--- src/rtl/assert_macros.svh ---
// Assertion helpers shared by the RTL.
`ifndef ASSERT_MACROS_SVH
`define ASSERT_MACROS_SVH

`ifndef SYNTHESIS

`define ASSERT_ALWAYS(label, clk, rstn, cond) \
    label: assert property (@(posedge clk) disable iff (!rstn) (cond)) \
        else $error("ASSERT_ALWAYS failed");

`define ASSERT_IMPLIES(label, clk, rstn, ante, cons) \
    label: assert property (@(posedge clk) disable iff (!rstn) (ante) |-> (cons)) \
        else $error("ASSERT_IMPLIES failed");

`else

`define ASSERT_ALWAYS(label, clk, rstn, cond)

`define ASSERT_IMPLIES(label, clk, rstn, ante, cons)

`endif

`endif

--- src/rtl/pfe_pkg.sv ---
package pfe_pkg;

    localparam int SQUARE_SIDE  = 5;
    localparam int SQUARE_CELLS = SQUARE_SIDE * SQUARE_SIDE;
    localparam int LETTER_COUNT = 26;

    localparam logic [4:0] LETTER_I = 5'd8;
    localparam logic [4:0] LETTER_J = 5'd9;
    localparam logic [4:0] LETTER_X = 5'd23;

    localparam logic [7:0] ASCII_UPPER_A = 8'h41;
    localparam logic [7:0] ASCII_UPPER_Z = 8'h5A;
    localparam logic [7:0] ASCII_LOWER_A = 8'h61;
    localparam logic [7:0] ASCII_LOWER_Z = 8'h7A;
    localparam logic [6:0] CIPHER_BASE   = 7'h41;

    typedef enum logic [2:0] {
        OP_BEGIN_KEY  = 3'd0,
        OP_KEY_CHAR   = 3'd1,
        OP_CLOSE_KEY  = 3'd2,
        OP_TEXT_CHAR  = 3'd3,
        OP_END_TEXT   = 3'd4
    } pfe_op_t;

    typedef enum logic [2:0] {
        ST_IDLE,
        ST_FILL,
        ST_SEARCH,
        ST_CALC,
        ST_RD1,
        ST_PUT1,
        ST_RD2,
        ST_PUT2
    } pfe_state_t;

    function automatic logic [2:0] wrap_inc(input logic [2:0] pos);
        logic [2:0] res;
        if (pos == 3'(SQUARE_SIDE - 1)) begin
            res = 3'd0;
        end else begin
            res = pos + 3'd1;
        end
        return res;
    endfunction

    function automatic logic [4:0] cell_addr(input logic [2:0] row, input logic [2:0] col);
        logic [4:0] base;
        base = ({2'b00, row} << 2) + {2'b00, row};
        return base + {2'b00, col};
    endfunction

endpackage

--- src/rtl/playfair_digraph_encryptor_core.sv ---
// Playfair encryptor over a 5x5 key square held in a small two-port memory.
// Input channel: s_axis_tuser carries the operation, s_axis_tdata the ASCII byte.
// Output channel: m_axis_tdata carries one cipher letter, m_axis_tlast marks the
// second letter of each enciphered pair.
// begin_key, key_char and plain text letters that only open a pair never leave idle.
// close_key walks the 26 letters, one a cycle.
// A completed pair scans the filled part of the square, one entry a cycle through
// the memory read port, then reads the two cipher letters back from the same port.
// The input is not ready while close_key or a pair is being worked on.
// Calc, read and put states follow the scan to load the first letter; the output
// register lets the block take the next item while the last letter still waits.
// If the receiver stalls, the sequencer holds before loading the next letter.
// After reset the letter set holds only J, the square is empty and no letter
// is pending; the square contents are unknown until written.
`include "assert_macros.svh"

module playfair_digraph_encryptor_core (
    input  logic       aclk,
    input  logic       aresetn,
    input  logic       s_axis_tvalid,
    output logic       s_axis_tready,
    input  logic [7:0] s_axis_tdata,   // [7:0] character
    input  logic [2:0] s_axis_tuser,   // [2:0] operation
    output logic       m_axis_tvalid,
    input  logic       m_axis_tready,
    output logic [7:0] m_axis_tdata,   // [6:0] cipher_letter, [7] zero
    output logic       m_axis_tlast
);

    pfe_pkg::pfe_state_t state_reg, state_next;

    logic [25:0] letter_used_reg, letter_used_next;
    logic [4:0]  fill_count_reg, fill_count_next;
    logic        pend_valid_reg, pend_valid_next;
    logic [4:0]  pend_letter_reg, pend_letter_next;
    logic [4:0]  fill_k_reg, fill_k_next;
    logic [4:0]  let_a_reg, let_a_next;
    logic [4:0]  let_b_reg, let_b_next;
    logic [4:0]  scan_reg, scan_next;
    logic [2:0]  scan_row_reg, scan_row_next;
    logic [2:0]  scan_col_reg, scan_col_next;
    logic        cmp_valid_reg, cmp_valid_next;
    logic [2:0]  cmp_row_reg, cmp_row_next;
    logic [2:0]  cmp_col_reg, cmp_col_next;
    logic        found_a_reg, found_a_next;
    logic        found_b_reg, found_b_next;
    logic [2:0]  row_a_reg, row_a_next;
    logic [2:0]  col_a_reg, col_a_next;
    logic [2:0]  row_b_reg, row_b_next;
    logic [2:0]  col_b_reg, col_b_next;
    logic [4:0]  tgt1_reg, tgt1_next;
    logic [4:0]  tgt2_reg, tgt2_next;
    logic        m_valid_reg, m_valid_next;
    logic [6:0]  m_letter_reg, m_letter_next;
    logic        m_last_reg, m_last_next;

    logic [4:0]  square_mem [0:pfe_pkg::SQUARE_CELLS-1];
    logic [4:0]  rd_data_reg;
    logic        wr_en;
    logic [4:0]  wr_addr;
    logic [4:0]  wr_data;
    logic [4:0]  rd_addr;

    logic        in_is_letter;
    logic [4:0]  in_idx;
    logic [4:0]  text_idx;
    logic        square_full;
    logic        start_pair;
    logic [4:0]  pair_a;
    logic [4:0]  pair_b;
    logic        out_free;

    always_comb begin
        in_is_letter = 1'b0;
        in_idx       = 5'd0;
        if (s_axis_tdata inside {[pfe_pkg::ASCII_UPPER_A:pfe_pkg::ASCII_UPPER_Z]}) begin
            in_is_letter = 1'b1;
            in_idx       = 5'(s_axis_tdata - pfe_pkg::ASCII_UPPER_A);
        end else if (s_axis_tdata inside
                     {[pfe_pkg::ASCII_LOWER_A:pfe_pkg::ASCII_LOWER_Z]}) begin
            in_is_letter = 1'b1;
            in_idx       = 5'(s_axis_tdata - pfe_pkg::ASCII_LOWER_A);
        end
        text_idx = (in_idx == pfe_pkg::LETTER_J) ? pfe_pkg::LETTER_I : in_idx;
    end

    assign square_full   = (fill_count_reg >= 5'(pfe_pkg::SQUARE_CELLS));
    assign out_free      = !m_valid_reg || m_axis_tready;
    assign s_axis_tready = (state_reg == pfe_pkg::ST_IDLE);

    always_comb begin
        state_next       = state_reg;
        letter_used_next = letter_used_reg;
        fill_count_next  = fill_count_reg;
        pend_valid_next  = pend_valid_reg;
        pend_letter_next = pend_letter_reg;
        fill_k_next      = fill_k_reg;
        let_a_next       = let_a_reg;
        let_b_next       = let_b_reg;
        scan_next        = scan_reg;
        scan_row_next    = scan_row_reg;
        scan_col_next    = scan_col_reg;
        cmp_valid_next   = cmp_valid_reg;
        cmp_row_next     = cmp_row_reg;
        cmp_col_next     = cmp_col_reg;
        found_a_next     = found_a_reg;
        found_b_next     = found_b_reg;
        row_a_next       = row_a_reg;
        col_a_next       = col_a_reg;
        row_b_next       = row_b_reg;
        col_b_next       = col_b_reg;
        tgt1_next        = tgt1_reg;
        tgt2_next        = tgt2_reg;
        m_valid_next     = m_valid_reg;
        m_letter_next    = m_letter_reg;
        m_last_next      = m_last_reg;
        wr_en            = 1'b0;
        wr_addr          = fill_count_reg;
        wr_data          = in_idx;
        rd_addr          = 5'd0;
        start_pair       = 1'b0;
        pair_a           = pend_letter_reg;
        pair_b           = pfe_pkg::LETTER_X;

        if (m_valid_reg && m_axis_tready) begin
            m_valid_next = 1'b0;
        end

        case (state_reg)
            pfe_pkg::ST_IDLE: begin
                if (s_axis_tvalid) begin
                    case (pfe_pkg::pfe_op_t'(s_axis_tuser))
                        pfe_pkg::OP_BEGIN_KEY: begin
                            letter_used_next = 26'd1 << pfe_pkg::LETTER_J;
                            fill_count_next  = 5'd0;
                            pend_valid_next  = 1'b0;
                            pend_letter_next = 5'd0;
                        end
                        pfe_pkg::OP_KEY_CHAR: begin
                            if (in_is_letter && in_idx != pfe_pkg::LETTER_J &&
                                !letter_used_reg[in_idx] && !square_full) begin
                                wr_en            = 1'b1;
                                fill_count_next  = fill_count_reg + 5'd1;
                                letter_used_next = letter_used_reg | (26'd1 << in_idx);
                            end
                        end
                        pfe_pkg::OP_CLOSE_KEY: begin
                            fill_k_next = 5'd0;
                            state_next  = pfe_pkg::ST_FILL;
                        end
                        pfe_pkg::OP_TEXT_CHAR: begin
                            if (in_is_letter) begin
                                if (!pend_valid_reg) begin
                                    pend_valid_next  = 1'b1;
                                    pend_letter_next = text_idx;
                                end else begin
                                    start_pair = 1'b1;
                                    if (text_idx != pend_letter_reg) begin
                                        pair_b           = text_idx;
                                        pend_valid_next  = 1'b0;
                                        pend_letter_next = 5'd0;
                                    end
                                end
                            end
                        end
                        pfe_pkg::OP_END_TEXT: begin
                            if (pend_valid_reg) begin
                                start_pair       = 1'b1;
                                pend_valid_next  = 1'b0;
                                pend_letter_next = 5'd0;
                            end
                        end
                        default: begin
                        end
                    endcase
                end
                if (start_pair) begin
                    let_a_next     = pair_a;
                    let_b_next     = pair_b;
                    scan_next      = 5'd0;
                    scan_row_next  = 3'd0;
                    scan_col_next  = 3'd0;
                    cmp_valid_next = 1'b0;
                    found_a_next   = 1'b0;
                    found_b_next   = 1'b0;
                    row_a_next     = 3'd0;
                    col_a_next     = 3'd0;
                    row_b_next     = 3'd0;
                    col_b_next     = 3'd0;
                    state_next     = pfe_pkg::ST_SEARCH;
                end
            end
            pfe_pkg::ST_FILL: begin
                wr_data = fill_k_reg;
                if (!letter_used_reg[fill_k_reg] && !square_full) begin
                    wr_en            = 1'b1;
                    fill_count_next  = fill_count_reg + 5'd1;
                    letter_used_next = letter_used_reg | (26'd1 << fill_k_reg);
                end
                if (fill_k_reg == 5'(pfe_pkg::LETTER_COUNT - 1)) begin
                    state_next = pfe_pkg::ST_IDLE;
                end else begin
                    fill_k_next = fill_k_reg + 5'd1;
                end
            end
            pfe_pkg::ST_SEARCH: begin
                if (cmp_valid_reg) begin
                    if (!found_a_reg && rd_data_reg == let_a_reg) begin
                        found_a_next = 1'b1;
                        row_a_next   = cmp_row_reg;
                        col_a_next   = cmp_col_reg;
                    end
                    if (!found_b_reg && rd_data_reg == let_b_reg) begin
                        found_b_next = 1'b1;
                        row_b_next   = cmp_row_reg;
                        col_b_next   = cmp_col_reg;
                    end
                end
                if (scan_reg < fill_count_reg) begin
                    rd_addr        = scan_reg;
                    cmp_valid_next = 1'b1;
                    cmp_row_next   = scan_row_reg;
                    cmp_col_next   = scan_col_reg;
                    scan_next      = scan_reg + 5'd1;
                    scan_col_next  = pfe_pkg::wrap_inc(scan_col_reg);
                    if (scan_col_reg == 3'(pfe_pkg::SQUARE_SIDE - 1)) begin
                        scan_row_next = scan_row_reg + 3'd1;
                    end
                end else begin
                    cmp_valid_next = 1'b0;
                    if (!cmp_valid_reg) begin
                        state_next = pfe_pkg::ST_CALC;
                    end
                end
            end
            pfe_pkg::ST_CALC: begin
                if (row_a_reg == row_b_reg) begin
                    tgt1_next = pfe_pkg::cell_addr(row_a_reg, pfe_pkg::wrap_inc(col_a_reg));
                    tgt2_next = pfe_pkg::cell_addr(row_b_reg, pfe_pkg::wrap_inc(col_b_reg));
                end else if (col_a_reg == col_b_reg) begin
                    tgt1_next = pfe_pkg::cell_addr(pfe_pkg::wrap_inc(row_a_reg), col_a_reg);
                    tgt2_next = pfe_pkg::cell_addr(pfe_pkg::wrap_inc(row_b_reg), col_b_reg);
                end else begin
                    tgt1_next = pfe_pkg::cell_addr(row_a_reg, col_b_reg);
                    tgt2_next = pfe_pkg::cell_addr(row_b_reg, col_a_reg);
                end
                state_next = pfe_pkg::ST_RD1;
            end
            pfe_pkg::ST_RD1: begin
                rd_addr    = tgt1_reg;
                state_next = pfe_pkg::ST_PUT1;
            end
            pfe_pkg::ST_PUT1: begin
                rd_addr = tgt1_reg;
                if (out_free) begin
                    m_valid_next  = 1'b1;
                    m_letter_next = pfe_pkg::CIPHER_BASE + {2'b00, rd_data_reg};
                    m_last_next   = 1'b0;
                    state_next    = pfe_pkg::ST_RD2;
                end
            end
            pfe_pkg::ST_RD2: begin
                rd_addr    = tgt2_reg;
                state_next = pfe_pkg::ST_PUT2;
            end
            pfe_pkg::ST_PUT2: begin
                rd_addr = tgt2_reg;
                if (out_free) begin
                    m_valid_next  = 1'b1;
                    m_letter_next = pfe_pkg::CIPHER_BASE + {2'b00, rd_data_reg};
                    m_last_next   = 1'b1;
                    state_next    = pfe_pkg::ST_IDLE;
                end
            end
            default: begin
                state_next = pfe_pkg::ST_IDLE;
            end
        endcase
    end

    always_ff @(posedge aclk) begin
        if (!aresetn) begin
            state_reg       <= pfe_pkg::ST_IDLE;
            letter_used_reg <= 26'd1 << pfe_pkg::LETTER_J;
            fill_count_reg  <= 5'd0;
            pend_valid_reg  <= 1'b0;
            pend_letter_reg <= 5'd0;
            fill_k_reg      <= 5'd0;
            scan_reg        <= 5'd0;
            scan_row_reg    <= 3'd0;
            scan_col_reg    <= 3'd0;
            cmp_valid_reg   <= 1'b0;
            found_a_reg     <= 1'b0;
            found_b_reg     <= 1'b0;
            m_valid_reg     <= 1'b0;
        end else begin
            state_reg       <= state_next;
            letter_used_reg <= letter_used_next;
            fill_count_reg  <= fill_count_next;
            pend_valid_reg  <= pend_valid_next;
            pend_letter_reg <= pend_letter_next;
            fill_k_reg      <= fill_k_next;
            scan_reg        <= scan_next;
            scan_row_reg    <= scan_row_next;
            scan_col_reg    <= scan_col_next;
            cmp_valid_reg   <= cmp_valid_next;
            found_a_reg     <= found_a_next;
            found_b_reg     <= found_b_next;
            m_valid_reg     <= m_valid_next;
        end
    end

    always_ff @(posedge aclk) begin
        let_a_reg    <= let_a_next;
        let_b_reg    <= let_b_next;
        cmp_row_reg  <= cmp_row_next;
        cmp_col_reg  <= cmp_col_next;
        row_a_reg    <= row_a_next;
        col_a_reg    <= col_a_next;
        row_b_reg    <= row_b_next;
        col_b_reg    <= col_b_next;
        tgt1_reg     <= tgt1_next;
        tgt2_reg     <= tgt2_next;
        m_letter_reg <= m_letter_next;
        m_last_reg   <= m_last_next;
    end

    always_ff @(posedge aclk) begin
        if (wr_en) begin
            square_mem[wr_addr] <= wr_data;
        end
        rd_data_reg <= square_mem[rd_addr];
    end

    assign m_axis_tvalid = m_valid_reg;
    assign m_axis_tdata  = {1'b0, m_letter_reg};
    assign m_axis_tlast  = m_last_reg;

    `ASSERT_ALWAYS(a_fill_bound, aclk, aresetn, fill_count_reg <= 5'(pfe_pkg::SQUARE_CELLS))
    `ASSERT_ALWAYS(a_j_kept_out, aclk, aresetn, letter_used_reg[pfe_pkg::LETTER_J])
    `ASSERT_IMPLIES(a_scan_bound, aclk, aresetn, state_reg == pfe_pkg::ST_SEARCH, scan_reg <= fill_count_reg)
    `ASSERT_IMPLIES(a_out_from_put, aclk, aresetn, $rose(m_valid_reg), $past(state_reg) == pfe_pkg::ST_PUT1 || $past(state_reg) == pfe_pkg::ST_PUT2)

endmodule
--- config.mk ---
export PLATFORM = sky130hd
export DESIGN_NAME = playfair_digraph_encryptor_core
export DESIGN_NICKNAME = d
export VERILOG_FILES = /design/src/rtl/pfe_pkg.sv /design/src/rtl/playfair_digraph_encryptor_core.sv
export VERILOG_INCLUDE_DIRS = /design/src /design/src/rtl
export SDC_FILE = /design/constraint.sdc
export NUM_CORES = 1
export LEC_CHECK = 0
export ABC_AREA = 1
export ABC_CLOCK_PERIOD_IN_PS = 3300
export BUFFER_PORTS_ARGS = -buffer_cell sky130_fd_sc_hd__buf_2
export CAP_MARGIN = 20
export CORE_UTILIZATION = 64
export DETAILED_ROUTE_END_ITERATION = 16
export PLACE_DENSITY = 0.78
export SYNTH_ARGS = -nofsm -noshare
export SYNTH_HDL_FRONTEND = slang
export SYNTH_SLANG_ARGS = --single-unit
export TNS_END_PERCENT = 30
--- constraint.sdc ---
create_clock -name aclk -period 3.3 [get_ports aclk]
set_input_delay 0 -clock aclk [delete_from_list [all_inputs] [get_ports aclk]]
set_output_delay 0 -clock aclk [all_outputs]
set_load 0.05 [all_outputs]
# Word-level counts from Yosys, hierarchy flattened
# Memories as Yosys holds them, arrays and structs flattened. A register that Yosys moved wholly into a read port is not among the register bits.
# Index checks and enable logic that the tools add are counted.
word_totals:
  ram_bits: 125
  memories: 1
  elab_cells: 259
  romBits: 0
  latch_bits: 0
  regBits: 106
  out_inout_bits: 11
  inputBits: 15
classes:
  bitwise: 2
  eq_ne: 46
  reduce_logical: 42
  magnitude_cmp: 8
  n_mux: 111
  addsub: 22
  multipliers: 0
  n_shift: 2
  div: 0
memory_table:
  columns: ["memory", "words", "word_bits", "read_ports", "rd_clocked_by_memory_dff", "write_ports", "line", "rtl"]
  rows:
  - ["square_mem", 25, 5, 1, 1, 1, "playfair_digraph_encryptor_core.sv:57", "logic [4:0] square_mem [0:pfe_pkg::SQUARE_CELLS-1];"]
ops:
  columns: ["op", "n"]
  rows:
  - ["two-way mux 3 bit", 35]
  - ["two-way mux 5 bit", 21]
  - ["one-hot mux 26 bit (2 select lines)", 2]
  - ["two-way mux 26 bit", 3]
  - ["OR 26 bit", 2]
  - ["<< shifter 1 x 5 -> 26 bit (first input constant)", 2]
  - ["adder 5 x 3 -> 5 bit", 10]
  - ["one-hot mux 5 bit (2 select lines)", 4]
  - ["one-hot mux 3 bit (2 select lines)", 6]
  - ["== test 3 bit (second input constant)", 10]
  - ["!= test 2 bit (second input constant)", 15]
  - ["one-hot mux 5 bit (3 select lines)", 2]
  - ["two-way mux 1 bit", 28]
  - ["one-hot mux 3 bit (8 select lines)", 1]
  - ["AND reduction 4 bit", 5]
  - ["adder 3 x 1 -> 3 bit (second input constant)", 6]
  - [">= comparator 8 x 7 -> 1 bit (second input constant)", 2]
  - ["<= comparator 8 x 7 -> 1 bit (second input constant)", 2]
  - ["adder 5 x 1 -> 5 bit (second input constant)", 3]
  - ["one-hot mux 1 bit (2 select lines)", 7]
  - ["== test 3 x 2 -> 1 bit (second input constant)", 4]
  - ["less-than comparator 5 x 6 -> 1 bit (second input constant)", 2]
  - ["binary-select mux 1 bit (select 5 bit)", 2]
  - ["== test 5 bit", 2]
  - ["26 further kinds", 57]

# Logic depth before layout (Yosys ltp)
depth:
  word_depth: 15
  mapped_depth: 23

# Worst setup path before layout
# No wires, ideal clock.
synth_path:
  kind: "register to register"
  startpoint: "reg state_reg[2]"
  endpoint: "mem square_mem[0][1] (data pin)"
  path_stages_with_launch: 9
  required_ns: 2.900
  slack_ns: 0.448
  arrival_ns: 2.452
  setup_ns: 0.400
  path_cell_list: "dfxtp_1 > buf_4 > nor2_1 > inv_1 > nor2_1 > inv_1 > clkbuf_1 > clkbuf_1 > o21ai_0"
synth_via:
  elab_chain_cells: 2
synth_rtl:
  columns: ["element", "line", "rtl"]
  rows:
  - ["from (decl)", "playfair_digraph_encryptor_core.sv:30", "pfe_pkg::pfe_state_t state_reg, state_next;"]
  - ["from (signal assigned)", "playfair_digraph_encryptor_core.sv:283", "state_reg <= pfe_pkg::ST_IDLE;"]
  - ["from (signal assigned)", "playfair_digraph_encryptor_core.sv:297", "state_reg <= state_next;"]
  - ["== test 3 x 1 -> 1 bit", "playfair_digraph_encryptor_core.sv:129", "case (state_reg)"]
  - ["two-way mux 5 bit", "playfair_digraph_encryptor_core.sv:129", null]
  - ["named net wr_data[1]", "playfair_digraph_encryptor_core.sv:61", "logic [4:0] wr_data;"]
  - ["to (decl)", "playfair_digraph_encryptor_core.sv:57", null]
# The timed path passes the listed nets, and every way through them passes these cells.

# Worst setup path after layout
layout_path:
  startpoint: "reg row_a_reg[0]"
  endpoint: "reg tgt1_reg[4] (data pin)"
layout_via:
  elab_chain_cells: 9
layout_rtl:
  columns: ["element", "line", "rtl"]
  rows:
  - ["from (decl)", "playfair_digraph_encryptor_core.sv:47", "logic [2:0] row_a_reg, row_a_next;"]
  - ["from (signal assigned)", "playfair_digraph_encryptor_core.sv:318", "row_a_reg <= row_a_next;"]
  - ["adder 3 x 1 -> 3 bit / == test 3 bit (equally long branches)", "pfe_pkg.sv:41, pfe_pkg.sv:38", null]
  - ["two-way mux 3 bit", "pfe_pkg.sv:38", "if (pos == 3'(SQUARE_SIDE - 1)) begin"]
  - ["two-way mux 3 bit", "playfair_digraph_encryptor_core.sv:240", "end else if (col_a_reg == col_b_reg) begin"]
  - ["two-way mux 3 bit", "playfair_digraph_encryptor_core.sv:237", "if (row_a_reg == row_b_reg) begin"]
  - ["two-way mux 3 bit", "playfair_digraph_encryptor_core.sv:129", null]
  - ["adder 5 x 3 -> 5 bit", "pfe_pkg.sv:48", "base = ({2'b00, row} << 2) + {2'b00, row};"]
  - ["adder 5 x 3 -> 5 bit", "pfe_pkg.sv:49", "return base + {2'b00, col};"]
  - ["two-way mux 5 bit", "playfair_digraph_encryptor_core.sv:240", null]
  - ["two-way mux 5 bit *", "playfair_digraph_encryptor_core.sv:237", null]
  - ["to (signal assigned)", "playfair_digraph_encryptor_core.sv:322", "tgt1_reg <= tgt1_next;"]
  - ["to (decl)", "playfair_digraph_encryptor_core.sv:51", "logic [4:0] tgt1_reg, tgt1_next;"]
# Mark *: on every way between the ends. The rest lies on a longest branch, timed or not. The select of a mux whose other input is x is not followed.
# A chain may end at the register's enable or synchronous reset.

==> impl_metrics.ini <==
[detailed_routing]
num_vias = 10500
ant_nets = 0
drt_iter0_drc = 952
routed_via_density = 5.98
drc = 0
wirelength_um = 32400
avgRoutedWirePerCell_um = 18.5
firstDrtPassIters = 5

[finish]
fill_cells = 1526
num_antenna_cells = 0
largest_register_ffs = 125
area_delta_synth_final_pct = 10.7
fin_nets = 1546
final_cell_mix = nand2_1 (203), edfxtp_1 (170), nor2_1 (137), nand3_1 (119), inv_1 (116)
drive_above_1_share_pct = 15.6
fin_area_um2 = 14500
final_core_util_pct = 72.1
final_common_cell = nand2_1

[floorplanning]
rows = 52
dieArea_um2 = 21100
coreArea_um2 = 20200
start_util_pct = 65.1
die_w_um = 145
fp.dieH_um = 145
ioPinCount = 26

[synthesis]
yosysTopAreaCell = edfxtp_1
synth_area_um2 = 13100
yosysUniqueCellTypes = 61
seq_area_frac_synth_pct = 48.8
yosysTopAreaCellShare_pct = 38.9
synth_area_leaders = edfxtp_1 (39%), dfxtp_1 (9.9%), nand2_1 (5.8%)
synthArstFlopShare_pct = 0
synth-edff-count = 170
ys_ff_latch = 235
synth-warning-count = 0
syn_nets = 1511
syn_avg_cell_area_um2 = 9.17
synthCells = 1432
ys.flop_type = edfxtp_1

[setup_path]
crit_path_max_fanout = 7
cp.arrival_ns = 3.30
worst-r2r-setup-slack_ns = 0.26
required_ns = 3.56
crit_type = flop to flop
critPathLaunchType = flop
end_kind = flop

[clocking]
cts_setup_buffers = 0
cts_max_path_buffers = 3
clkLatencyLatePin_ns = 0.54
clk_pin_slew_ns = 0.06
htree_levels = 1
numClockSinks = 235
cts_tree = built
cts_root_buffer = clkbuf_16
cts_buffers = 25

[global_route]
grt_pass1_vias = 10300
antenna_found_initial = 0
grt_usage_pct = 31.4
grt_start_max_net_pins = 59
grt-ovfl-total = 0
grt_pass1_wl_um = 52600

[outcome]
status = complete, no violations

[sta]
grt_setup_unrepaired = no
post-route-min-period_ns = 3.04
hold_violations = 0
min_period_over_period_pct = 92.1
worst_slew_pin_slew_ns = 0.852
finClkSkew_ns = 0.0287
setup_viol = 0
max_slew_margin_pct = 43.0
setup_tns_ns = 0
max_freq_mhz = 329
fin_ws_ns = 0.262
drv_slew = 0

[pwr]
powerDensity_nw_per_um2 = 584
peakVddDrop_mv = 0.414
p_leak_nw = 5.71

[placement]
place_ws_ns = 0.195
dpl_cell_area_um2 = 13700
dpl.hpwl_um = 22600
place_congestion = 0.999
port_buffers = 23

[hold_path]
hold_path.class = input pin to flop

[flow_run]
max_cap_violations = 0
synthesized netlist by cell type (all sizes together), types with 4 or more instances:
cell and count:
nand2 216, edfxtp 170, nor2 146, inv 132, nand3 125, a21oi 110
dfxtp 65, o211ai 65, or2 63, ha 56, o21ai 55, buf 39
clkbuf 29, xor2 20, xnor2 17, nand4 15, nor3 13, a31oi 12
o22ai 10, a211oi 8, fa 8, o31ai 8, nand3b 6, clkinv 5
o21a 5, a22oi 4, nor3b 4
worst paths after layout:
path | cells after the start | to | start
hold / removal | 5 | let_b_reg[3] | s_axis_tvalid
setup / recovery | 13 | tgt1_reg[4] | row_a_reg[0]
setup reg to reg | 13 | tgt1_reg[4] | row_a_reg[0]
hold reg to reg | 0 | cmp_col_reg[1] | scan_col_reg[1]
kinds of logic after synthesis:
group	after synthesis	share of synthesized area (%)
AND/OR/NAND/NOR	590	21.3
AO/OA/AOI/OAI	296	13.9
flip-flops	235	48.8
buffers and inverters	205	6.56
adder cells (fa/ha/maj)	64	6.56
XOR/XNOR	37	2.53
multiplexers	3	0.257
other	2	0.0572
area by class of cell:
class / instances / area [um2] / share of cell area, %
Clock buffer: 39 / 738 / 5.08
Clock inverter: 7 / 66.3 / 0.456
Inverter: 137 / 527 / 3.62
Multi-Input combinational cell: 992 / 5880 / 40.5
Sequential cell: 235 / 6410 / 44.1
Tap cell: 270 / 338 / 2.32
Timing Repair Buffer: 76 / 579 / 3.99
critical path: stages, from the launching register on:
cell	delay, ns
edfxtp_1	0.53
inv_1	0.08
ha_1	0.22
inv_1	0.05
a21oi_1	0.05
a21oi_1	0.26
fa_1	0.52
ha_1	0.31
a21o_1	0.16
a21oi_1	0.15
xnor2_1	0.08
nand2_1	0.07
nand2_1	0.05
mux2_2	0.25
layer usage:
layer  track usage, %  share of wire (%)  vias up
met2             52.6                 48      429
met4             14.3                3.7        0
met5                0                  0        -
met3             4.37                6.7      100
li1                 -                  -     5047
met1             40.4                 41     4917
where the power goes:
part	switching, mW	leakage (nW)	internal, mW
Sequential	0.252	2.10	3.46
Clock	1.13	0.395	1.61
Combinational	1.36	3.22	0.671
Total	2.74	5.71	5.75
timing repair:
action	4_1_cts	5_1_grt
endpoints found under the setup margin	0	3
hold endpoints to repair	17	0
gates resized for setup	0	2
hold buffers	4	0
per-stage QoR:
step,hold WS (ns),total power [mW],std cells
final,0.0221,8.48,1756
after global routing,0.0620,8.87,1756
after CTS,0.00544,8.47,1754
after detailed placement,0.398,5.74,1704
after global placement,0.398,5.70,1703
after floorplan,0.277,5.15,1432
No activity file was read; power rests on OpenSTA's default activity.
